<file path="src/alu_rs_pkg.sv">
// Shared types and constants for the ALU reservation station.
// Used by the entry, the ALU and the top level; no dependencies.
package alu_rs_pkg;

	localparam int DATA_W = 32;
	localparam int OP_W = 4;
	localparam int WAIT_W = 4;
	localparam int TAG_W = 3;

	// A wait code at or above the tag count marks an operand as ready.
	localparam int TAG_COUNT = 8;
	localparam logic [WAIT_W-1:0] WAIT_READY = WAIT_W'(TAG_COUNT);

	localparam logic [OP_W-1:0] OP_ADD   = 4'd0;
	localparam logic [OP_W-1:0] OP_SUB   = 4'd1;
	localparam logic [OP_W-1:0] OP_SLL   = 4'd2;
	localparam logic [OP_W-1:0] OP_SLT   = 4'd3;
	localparam logic [OP_W-1:0] OP_SLTU  = 4'd4;
	localparam logic [OP_W-1:0] OP_XOR   = 4'd5;
	localparam logic [OP_W-1:0] OP_SRL   = 4'd6;
	localparam logic [OP_W-1:0] OP_SRA   = 4'd7;
	localparam logic [OP_W-1:0] OP_OR    = 4'd8;
	localparam logic [OP_W-1:0] OP_AND   = 4'd9;
	localparam logic [OP_W-1:0] OP_AUIPC = 4'd10;
	localparam logic [OP_W-1:0] OP_LUI   = 4'd11;

	typedef struct packed {
		logic                     issue_valid;
		logic [OP_W-1:0]          issue_op;
		logic signed [DATA_W-1:0] issue_a;
		logic signed [DATA_W-1:0] issue_b;
		logic [WAIT_W-1:0]        issue_wait_a;
		logic [WAIT_W-1:0]        issue_wait_b;
		logic [TAG_W-1:0]         issue_tag;
		logic [DATA_W-1:0]        issue_pc;
		logic                     bcast_valid;
		logic [TAG_W-1:0]         bcast_tag;
		logic signed [DATA_W-1:0] bcast_value;
		logic                     bus_free;
	} item_t;

	typedef struct packed {
		logic [OP_W-1:0]   op;
		logic [DATA_W-1:0] a;
		logic [DATA_W-1:0] b;
		logic [WAIT_W-1:0] wait_a;
		logic [WAIT_W-1:0] wait_b;
		logic [TAG_W-1:0]  tag;
		logic [DATA_W-1:0] pc;
	} held_t;

	typedef struct packed {
		logic                     result_valid;
		logic [TAG_W-1:0]         result_tag;
		logic signed [DATA_W-1:0] result_value;
		logic                     bus_claim;
		logic                     busy_res;
	} res_t;

endpackage

</file>
<file path="src/alu_rs_alu.sv">
// RV32I integer ALU used by the reservation station.
// Depends on alu_rs_pkg for the op codes.
module alu_rs_alu import alu_rs_pkg::*; (
	input  logic [OP_W-1:0]   op,
	input  logic [DATA_W-1:0] a,
	input  logic [DATA_W-1:0] b,
	input  logic [DATA_W-1:0] pc,
	output logic [DATA_W-1:0] y
);

	logic [4:0] sh;

	assign sh = b[4:0];

	always_comb begin
		unique case (op)
			OP_ADD:   y = a + b;
			OP_SUB:   y = a - b;
			OP_SLL:   y = a << sh;
			OP_SLT:   y = DATA_W'($signed(a) < $signed(b));
			OP_SLTU:  y = DATA_W'(a < b);
			OP_XOR:   y = a ^ b;
			OP_SRL:   y = a >> sh;
			OP_SRA:   y = $unsigned($signed(a) >>> sh);
			OP_OR:    y = a | b;
			OP_AND:   y = a & b;
			OP_AUIPC: y = pc + b;
			OP_LUI:   y = b;
			default:  y = '0;
		endcase
	end

endmodule

</file>
<file path="src/alu_rs_entry.sv">
// Held entry of the reservation station: operand capture, execute and free.
// Depends on alu_rs_pkg and instantiates alu_rs_alu.
module alu_rs_entry import alu_rs_pkg::*; (
	input  logic  clk,
	input  logic  arst_n,
	input  logic  step,
	input  item_t item,
	output res_t  res,
	output logic  held_valid
);

	logic              held_valid_q;
	held_t             held_q;
	held_t             held_n;
	logic              valid_n;
	logic              ready_a;
	logic              ready_b;
	logic              exec;
	logic              claim;
	logic              cap_a;
	logic              cap_b;
	logic [DATA_W-1:0] alu_y;

	alu_rs_alu u_alu (
		.op (held_q.op),
		.a  (held_q.a),
		.b  (held_q.b),
		.pc (held_q.pc),
		.y  (alu_y)
	);

	assign ready_a = held_q.wait_a >= WAIT_READY;
	assign ready_b = held_q.wait_b >= WAIT_READY;
	assign exec = held_valid_q && ready_a && ready_b;
	assign claim = exec && item.bus_free;

	assign cap_a = held_valid_q && !ready_a && item.bcast_valid &&
		({1'b0, item.bcast_tag} == held_q.wait_a);
	assign cap_b = held_valid_q && !ready_b && item.bcast_valid &&
		({1'b0, item.bcast_tag} == held_q.wait_b);

	always_comb begin
		held_n = held_q;
		if (cap_a) begin
			held_n.wait_a = WAIT_READY;
			held_n.a = item.bcast_value;
		end
		if (cap_b) begin
			held_n.wait_b = WAIT_READY;
			held_n.b = item.bcast_value;
		end
		// A new issue overwrites the entry, including any capture above.
		if (item.issue_valid) begin
			held_n.op = item.issue_op;
			held_n.a = item.issue_a;
			held_n.b = item.issue_b;
			held_n.wait_a = item.issue_wait_a;
			held_n.wait_b = item.issue_wait_b;
			held_n.tag = item.issue_tag;
			held_n.pc = item.issue_pc;
		end
	end

	assign valid_n = item.issue_valid || (held_valid_q && !claim);

	always_comb begin
		res.result_valid = exec;
		res.result_tag = exec ? held_q.tag : '0;
		res.result_value = exec ? alu_y : '0;
		res.bus_claim = claim;
		res.busy_res = valid_n;
	end

	assign held_valid = held_valid_q;

	always_ff @(posedge clk or negedge arst_n) begin
		if (!arst_n) begin
			held_valid_q <= 1'b0;
		end else if (step) begin
			held_valid_q <= valid_n;
		end
	end

	always_ff @(posedge clk) begin
		if (step) begin
			held_q <= held_n;
		end
	end

endmodule

</file>
<file path="src/alu_reservation_station_top.sv">
// Top level of the single-entry ALU reservation station.
// Depends on alu_rs_pkg and instantiates alu_rs_entry.
//
// One input transfer on the in channel carries one processor cycle's worth of
// station inputs: an optional issue, an optional commit-bus broadcast and the
// bus-free flag. Each input transfer yields exactly one output transfer on the
// out channel with the execute result, bus claim and busy flag of that cycle.
// Inputs land in an input register; from there the held entry, its operand
// capture and the ALU evaluate it and the outcome is written to the output
// register, from which it transfers on the out channel. Throughput is one
// item per cycle while out_stall is low; the only loop is the held entry,
// which is updated by one step of logic per item.
// When out_stall is high the output register holds its result; the input
// register keeps taking a transfer until it is full, then in_stall rises in
// the same cycle. Reset empties both registers and the station.
module alu_reservation_station_top import alu_rs_pkg::*; (
	input  logic                     clk,
	input  logic                     arst_n,
	input  logic                     in_valid,
	output logic                     in_stall,
	input  logic                     issue_valid,
	input  logic [OP_W-1:0]          issue_op,
	input  logic signed [DATA_W-1:0] issue_a,
	input  logic signed [DATA_W-1:0] issue_b,
	input  logic [WAIT_W-1:0]        issue_wait_a,
	input  logic [WAIT_W-1:0]        issue_wait_b,
	input  logic [TAG_W-1:0]         issue_tag,
	input  logic [DATA_W-1:0]        issue_pc,
	input  logic                     bcast_valid,
	input  logic [TAG_W-1:0]         bcast_tag,
	input  logic signed [DATA_W-1:0] bcast_value,
	input  logic                     bus_free,
	output logic                     out_valid,
	input  logic                     out_stall,
	output logic                     result_valid,
	output logic [TAG_W-1:0]         result_tag,
	output logic signed [DATA_W-1:0] result_value,
	output logic                     bus_claim,
	output logic                     busy_res
);

	item_t item_in;
	item_t item_s1;
	logic  valid_s1;
	res_t  res;
	res_t  res_s2;
	logic  valid_s2;
	logic  adv;
	logic  held_valid;

	always_comb begin
		item_in.issue_valid = issue_valid;
		item_in.issue_op = issue_op;
		item_in.issue_a = issue_a;
		item_in.issue_b = issue_b;
		item_in.issue_wait_a = issue_wait_a;
		item_in.issue_wait_b = issue_wait_b;
		item_in.issue_tag = issue_tag;
		item_in.issue_pc = issue_pc;
		item_in.bcast_valid = bcast_valid;
		item_in.bcast_tag = bcast_tag;
		item_in.bcast_value = bcast_value;
		item_in.bus_free = bus_free;
	end

	// The held item moves on when the output register is empty or drains now.
	assign adv = valid_s1 && (!valid_s2 || !out_stall);
	assign in_stall = valid_s1 && !adv;

	alu_rs_entry u_entry (
		.clk        (clk),
		.arst_n     (arst_n),
		.step       (adv),
		.item       (item_s1),
		.res        (res),
		.held_valid (held_valid)
	);

	always_ff @(posedge clk or negedge arst_n) begin
		if (!arst_n) begin
			valid_s1 <= 1'b0;
			valid_s2 <= 1'b0;
		end else begin
			if (!in_stall) begin
				valid_s1 <= in_valid;
			end
			if (adv) begin
				valid_s2 <= 1'b1;
			end else if (!out_stall) begin
				valid_s2 <= 1'b0;
			end
		end
	end

	always_ff @(posedge clk) begin
		if (!in_stall && in_valid) begin
			item_s1 <= item_in;
		end
		if (adv) begin
			res_s2 <= res;
		end
	end

	assign out_valid = valid_s2;
	assign result_valid = res_s2.result_valid;
	assign result_tag = res_s2.result_tag;
	assign result_value = res_s2.result_value;
	assign bus_claim = res_s2.bus_claim;
	assign busy_res = res_s2.busy_res;

	a_idle_zero: assert property (@(posedge clk) disable iff (!arst_n)
		valid_s2 && !res_s2.result_valid |->
		res_s2.result_tag == '0 && res_s2.result_value == '0)
		else $error("result fields not zero without execution");

	a_claim_exec: assert property (@(posedge clk) disable iff (!arst_n)
		valid_s2 && res_s2.bus_claim |-> res_s2.result_valid)
		else $error("bus claimed without an executed entry");

	a_busy_match: assert property (@(posedge clk) disable iff (!arst_n)
		valid_s2 |-> res_s2.busy_res == held_valid)
		else $error("busy flag disagrees with the held entry");

	a_stall_full: assert property (@(posedge clk) disable iff (!arst_n)
		in_stall |-> valid_s1 && valid_s2 && out_stall)
		else $error("input stalled while the pipeline can move");

endmodule
</file>
<file path="config.mk">
export PLATFORM = sky130hd
export DESIGN_NAME = alu_reservation_station_top
export DESIGN_NICKNAME = d
export VERILOG_FILES = /design/src/alu_rs_pkg.sv /design/src/alu_rs_alu.sv /design/src/alu_rs_entry.sv /design/src/alu_reservation_station_top.sv
export SDC_FILE = /design/constraint.sdc
export NUM_CORES = 1
export LEC_CHECK = 0
export BUFFER_PORTS_ARGS = -buffer_cell sky130_fd_sc_hd__buf_2
export CAP_MARGIN = 5
export CORE_AREA = 8 8 191 193
export CTS_CLUSTER_SIZE = 12
export DETAILED_ROUTE_END_ITERATION = 12
export DIE_AREA = 0 0 199 201
export GPL_TIMING_DRIVEN = 0
export PLACE_DENSITY = 0.87
export SYNTH_ARGS = -nofsm -noshare
export SYNTH_HDL_FRONTEND = slang
export SYNTH_SLANG_ARGS = --single-unit
</file>
<file path="constraint.sdc">
create_clock -name clk -period 4.9 [get_ports clk]
set_input_delay 0.49 -clock clk [delete_from_list [all_inputs] [get_ports clk]]
set_output_delay 0.49 -clock clk [all_outputs]
set_load 0.005 [all_outputs]
</file>
Yosys cells after proc, flatten, opt, wreduce, memory -nomap -nowiden
Index checks and enable logic that the tools add are counted.
{"block": "op_classes", "n_addsub": 3, "reduce_logical": 28, "n_lt_le_gt_ge": 4, "bitwise_logic": 3, "n_eq_ne": 14, "shift": 3, "muxes": 8}
{"op": "$pmux 32 s12", "n": 1}
{"op": "$mux 107", "n": 1}
{"op": "$add 32x32->32", "n": 2}
{"op": "$lt 32x32->1", "n": 2}
{"op": "$mux 32", "n": 2}
{"op": "$and 32x32->32", "n": 1}
{"op": "$or 32x32->32", "n": 1}
{"op": "$shl 32x5->32", "n": 1}
{"op": "$shr 32x5->32", "n": 1}
{"op": "$sshr 32x5->32", "n": 1}
{"op": "$sub 32x32->32", "n": 1}
{"op": "$xor 32x32->32", "n": 1}
{"op": "$eq 4x3->1 const B", "n": 4}
{"op": "$eq 4x4->1 const B", "n": 4}
{"op": "$logic_and 1x1->1", "n": 13}
{"op": "$eq 3x4->1", "n": 2}
{"op": "$eq 4x2->1 const B", "n": 2}
{"op": "$ge 4x4->1 const B", "n": 2}
{"op": "$mux 4", "n": 2}
{"op": "$logic_not 1->1", "n": 7}
{"op": "$reduce_and 2->1", "n": 3}
{"op": "$eq 4x1->1 const B", "n": 1}
{"op": "$logic_not 4->1", "n": 1}
{"op": "$reduce_bool 2->1", "n": 2}
{"op": "3 further kinds", "n": 5}
{"block": "word_totals", "ff_bits": 301, "out_inout_bits": 40, "wordCells": 90, "inputBits": 153}

Logic depth before layout (Yosys ltp)
{"block": "logic_depth", "depth_word": 7, "depth_mapped": 19, "depth_no_buf": 16}

Cells and area by module
From an unflattened synthesis, not the netlist that was laid out.
{"block": "unflattened", "cells_unflattened": 1918, "area_unflattened_um2": 19527.5}
{"module": "alu_rs_alu", "seq_area_each_um2": 0.0, "instances": 1, "cells_each": 1370, "area_per_inst_um2": 9262.6}
{"module": "alu_reservation_station_top", "seq_area_each_um2": 5665.4, "instances": 1, "cells_each": 195, "area_per_inst_um2": 5708.0}
{"module": "alu_rs_entry", "seq_area_each_um2": 3358.2, "instances": 1, "cells_each": 353, "area_per_inst_um2": 4556.9}

Worst setup path after synthesis
No wires, ideal clock.
{"block": "synth_path", "kind": "input to register", "start": "input port out_stall", "end": "register u_entry.held_q[100] in the netlist's numbering (enable)", "slack_ns": 0.217, "stages": 5, "t_arrival_ns": 4.204, "t_required_ns": 4.421, "path_buffers": 0, "setup_ns": 0.479, "cell_sequence": "nand2_1 nand2_1 inv_1 nand3_1 o21ai_0"}
{"block": "synth_via", "elab_chain_cells": 4}
{"item": "start, declared", "line_no": "alu_reservation_station_top.sv:34", "text": "input logic out_stall,"}
{"item": "$logic_not 1->1"}
{"item": "$logic_or 1x1->1", "line_no": "alu_reservation_station_top.sv:67", "text": "assign adv = valid_s1 && (!valid_s2 || !out_stall);"}
{"item": "$logic_and 1x1->1", "line_no": "alu_reservation_station_top.sv:67"}
{"item": "net adv", "line_no": "alu_reservation_station_top.sv:48", "text": "logic adv;"}
{"item": "$reduce_and 2->1 (no line)"}
{"item": "end signal, assigned", "line_no": "alu_rs_entry.sv:86", "text": "held_q <= held_n;"}
{"item": "end, declared", "line_no": "alu_rs_entry.sv:13", "text": "held_t held_q;"}
The timed path passes the listed nets, and every way through them passes these cells.
A chain may end at the register's enable or synchronous reset.

Worst setup path in the final report
{"block": "layout_path", "start": "register u_entry.held_q[109] in the netlist's numbering", "end": "register res_s2, in the netlist result_value[30] (data pin)"}
{"block": "layout_via", "elab_chain_cells": 2, "elab_cells_between_ends": 13, "cone_classes": "11 x eq/ne; 1 x mux; 1 x reduce/logical"}
{"item": "$eq 4x4->1, or another cell as far along", "line_no": "alu_rs_alu.sv:16", "text": "unique case (op)"}
{"item": "$pmux 32 s12 (*)", "line_no": "alu_rs_alu.sv:16"}
{"item": "end signal, assigned", "line_no": "alu_reservation_station_top.sv:100", "text": "res_s2 <= res;"}
{"item": "end, declared", "line_no": "alu_reservation_station_top.sv:46", "text": "res_t res_s2;"}
Mark *: on every way between the ends. The rest lies on a longest branch, timed or not.

==> metrics.txt <==
status=finished, violations left; failing checks=setup timing; RSZ-0062 raised after global routing=true; gr usage total=42.3%; final setup vio count=3; Placement Setup Slack=-1230 ps; Area growth syn-to-layout=12.9%; WL final=around 87 mm; post-synthesis sequential area ratio=a little under half; DRT iter0 DRCs=about 3,100; P_int=approximately 4.7 mW; core box area=33,300 um^2; CP max FO=10; VDD IR max=approximately 400 uV; GRT overflow=0; initial core utilization=about three fifths; Worst EP arrival=~5400 ps; Max-cap violations=0; final design utilization=between 60 and 70%; Worst Path Required=about 5300 ps; clk sinks=between 300 and 400; H-tree lvl count=1; Detailed Routing Iterations Pass 1=9; cts bufs inserted=30; min Tclk post-route=slightly below 5000 ps; largest net degree at the start of global routing=between 80 and 90; cell area after synthesis=19,800 um^2; Psw=2.26 mW; CP max stage cell=or4_1; Via density=around 7.1; asr flop ratio synth=0.997%; slew of the pin with the lowest slew margin=approximately 1100 ps; Gate power share=around 25%; synth unique cells=between 70 and 80; Rel. slew slack=between 20% and 30%; Final Wtd Congestion=1.19; DP HPWL=between 60 and 70 mm; Cell Chain, Critical Path=buf_2, nand2b_2, nor2_4, buf_8, nand2_1, o21ai_2, ha_1, inv_1, fa_1, nand2b_1, a211oi_2, o21ai_2, o21a_4, o31a_1, o31a_1, or4_1, a31oi_1; Cell Rows=67; CTS max path bufs=3; Ports=roughly 190; number of flops mapped to enable cells by yosys=about 300; Clock Skews=approximately 21 ps; antenna violations before repair=2; CP startpoint kind=flop; flops & latches, synth=around 300; root buffer cell=clkbuf_16; post-synth top area cell=edfxtp_1; top cells by area, synth=edfxtp_1 (45%), ha_1 (8.5%), nand2_1 (5.6%), a21oi_1 (4.0%), o21ai_0 (3.5%); final setup TNS=-69.2 ps; area occupied by multi-input gates=9970 um^2; final instance area=22,300 um^2; Syn Area/Cell=9.76 um^2; number of port buffers=~190; Final Cycle Share=101%; Clk pwr share=about 30%; placed cell area=21,400 um^2; Post-Layout Cell Count=between 2,000 and 3,000; Fin. Hold Viols=0; setup ws final=-36.8 ps; Die X=around 200 um; Post-synth top cells=edfxtp_1 (298), nand2_1 (297), a21oi_1 (157); Top delay family on crit path=compound AO/OA/AOI/OAI gates; Synth Warn #=0; post-route ant nets=0; leakage=around 9.0 nW; Syn Nets=~2,300; Die Y=201 um; Synth Flop Type=edfxtp_1; Crit path buffers/inverters=3; total power=6.95 mW; register area=9020 um^2; CTS tree=yes; Vias=19,200; vias in the first global route=around 19,000; top cell type's share of synthesized area=45.3%; Crit. End Element=flop; Skew-Pair Late Insertion Delay=610 ps; Min-Delay Path Class=input pin to flop; layout cells sized above 1=about 14%; Clock transition at path regs=approximately 70 ps; die area=~40,000 um^2; FILL cells=approximately 2,500; CP Class=flop to flop; PD cells=312 nW/um^2; Max Slew Vio Count=0; CP max stage delay=480 ps; Flop pwr share=~46%; Min Hold Slack=57.4 ps; nets@finish=roughly 2,500; Routed wire per std cell=31.9 um; maximum clock frequency=between 0.2 and 0.25 GHz; Post-Place Cells=between 2,000 and 3,000; Switching Share=32.5%; most common cell in the synthesized netlist=edfxtp_1; global-route wire length before repair=between 100 and 150 mm; Mapped Cells=between 2,000 and 2,500; DRC violations left=0
-- per-layer routing --
| metal | vias up | share of wire (%) | GRT usage [%] | wire [um] |
|---|---|---|---|---|
| li1 | 7888 | - | - | - |
| met1 | 9003 | 35 | 51.9 | 30300 |
| met2 | 1799 | 42 | 62.5 | 36200 |
| met3 | 514 | 14 | 14.2 | 12500 |
| met4 | 4 | 8.9 | 28.5 | 7690 |
| met5 | - | 0.043 | 0 | 37 |
-- cells in the final DEF (no fill, tap or decap), drive strengths merged, types with 65 or more instances in the layout --
cell type,n
a21oi,158
buf,225
nand2,297
inv,107
nor2,152
clkbuf,117
edfxtp,298
mux2i,65
ha,135
o21ai,142
-- path summary, 6_finish.rpt --
check                               startpoint            endpoint  slack, ps  cells after the start
setup / recovery           u_entry.held_q[109]    result_value[30]        -40                     17
hold / removal                    issue_pc[20]         item_s1[57]         60                      1
setup reg to reg           u_entry.held_q[109]    result_value[30]        -40                     17
hold reg to reg                    item_s1[49]  u_entry.held_q[12]        420                      0
max in group asynchronous               arst_n  u_entry.held_valid       4550                      2
min in group asynchronous               arst_n            valid_s1        230                      2
-- kinds of logic after synthesis --
family | count (synthesis) | synth area share (%)
AND/OR/NAND/NOR | 630 | 14.1
AO/OA/AOI/OAI | 571 | 18.3
buffers and inverters | 219 | 4.24
multiplexers | 109 | 6.37
flip-flops | 301 | 45.7
adder cells (fa/ha/maj) | 137 | 8.75
XOR/XNOR | 58 | 2.57
-- area by class of cell --
cell class / count / share of cell area [%]
multi-input cells: 1505 / 44.7
repair buffers: 202 / 4.86
inverters: 107 / 1.80
flip-flops and latches: 301 / 40.4
clock buffers: 33 / 3.41
clock inverters: 8 / 0.280
well taps: 448 / 2.51
plain buffers: 108 / 1.98
diodes: 1 / 0.0112
-- worst register-to-register path, delay by kind of cell (launching register included) --
family | cells | cell delay, ps
simple gates | 5 | 1390
flops | 1 | 430
compound gates | 7 | 1740
buf+inv | 3 | 520
fa+ha+maj | 2 | 680
-- sequential cells by signal, summed over array words and instances, names as in the netlist --
name and cells:
u_entry.held_q 111, result_tag 3, u_entry.held_valid 1, busy_res 1, valid_s1 1, result_valid 1
result_value 32, out_valid 1, item_s1 149, bus_claim 1
-- power groups by stage --
stage / Clock (mW) / Combinational, mW / Sequential (mW)
6_report: 2.04 / 1.72 / 3.19
5_1_grt: 2.13 / 1.78 / 3.19
4_1_cts: 2.04 / 1.61 / 3.17
3_5_place_dp: 0 / 1.58 / 3.22
3_3_place_gp: 0 / 1.53 / 3.24
2_1_floorplan: 0 / 0.980 / 3.17
-- timing repair --
action,in CTS,in global routing
hold buffers,1,0
setup endpoints to repair,24,13
hold endpoints to repair,3,0
setup buffers,4,2
pin swaps,2,3
resized for setup,13,19
Power figures use the tool's default switching activity.
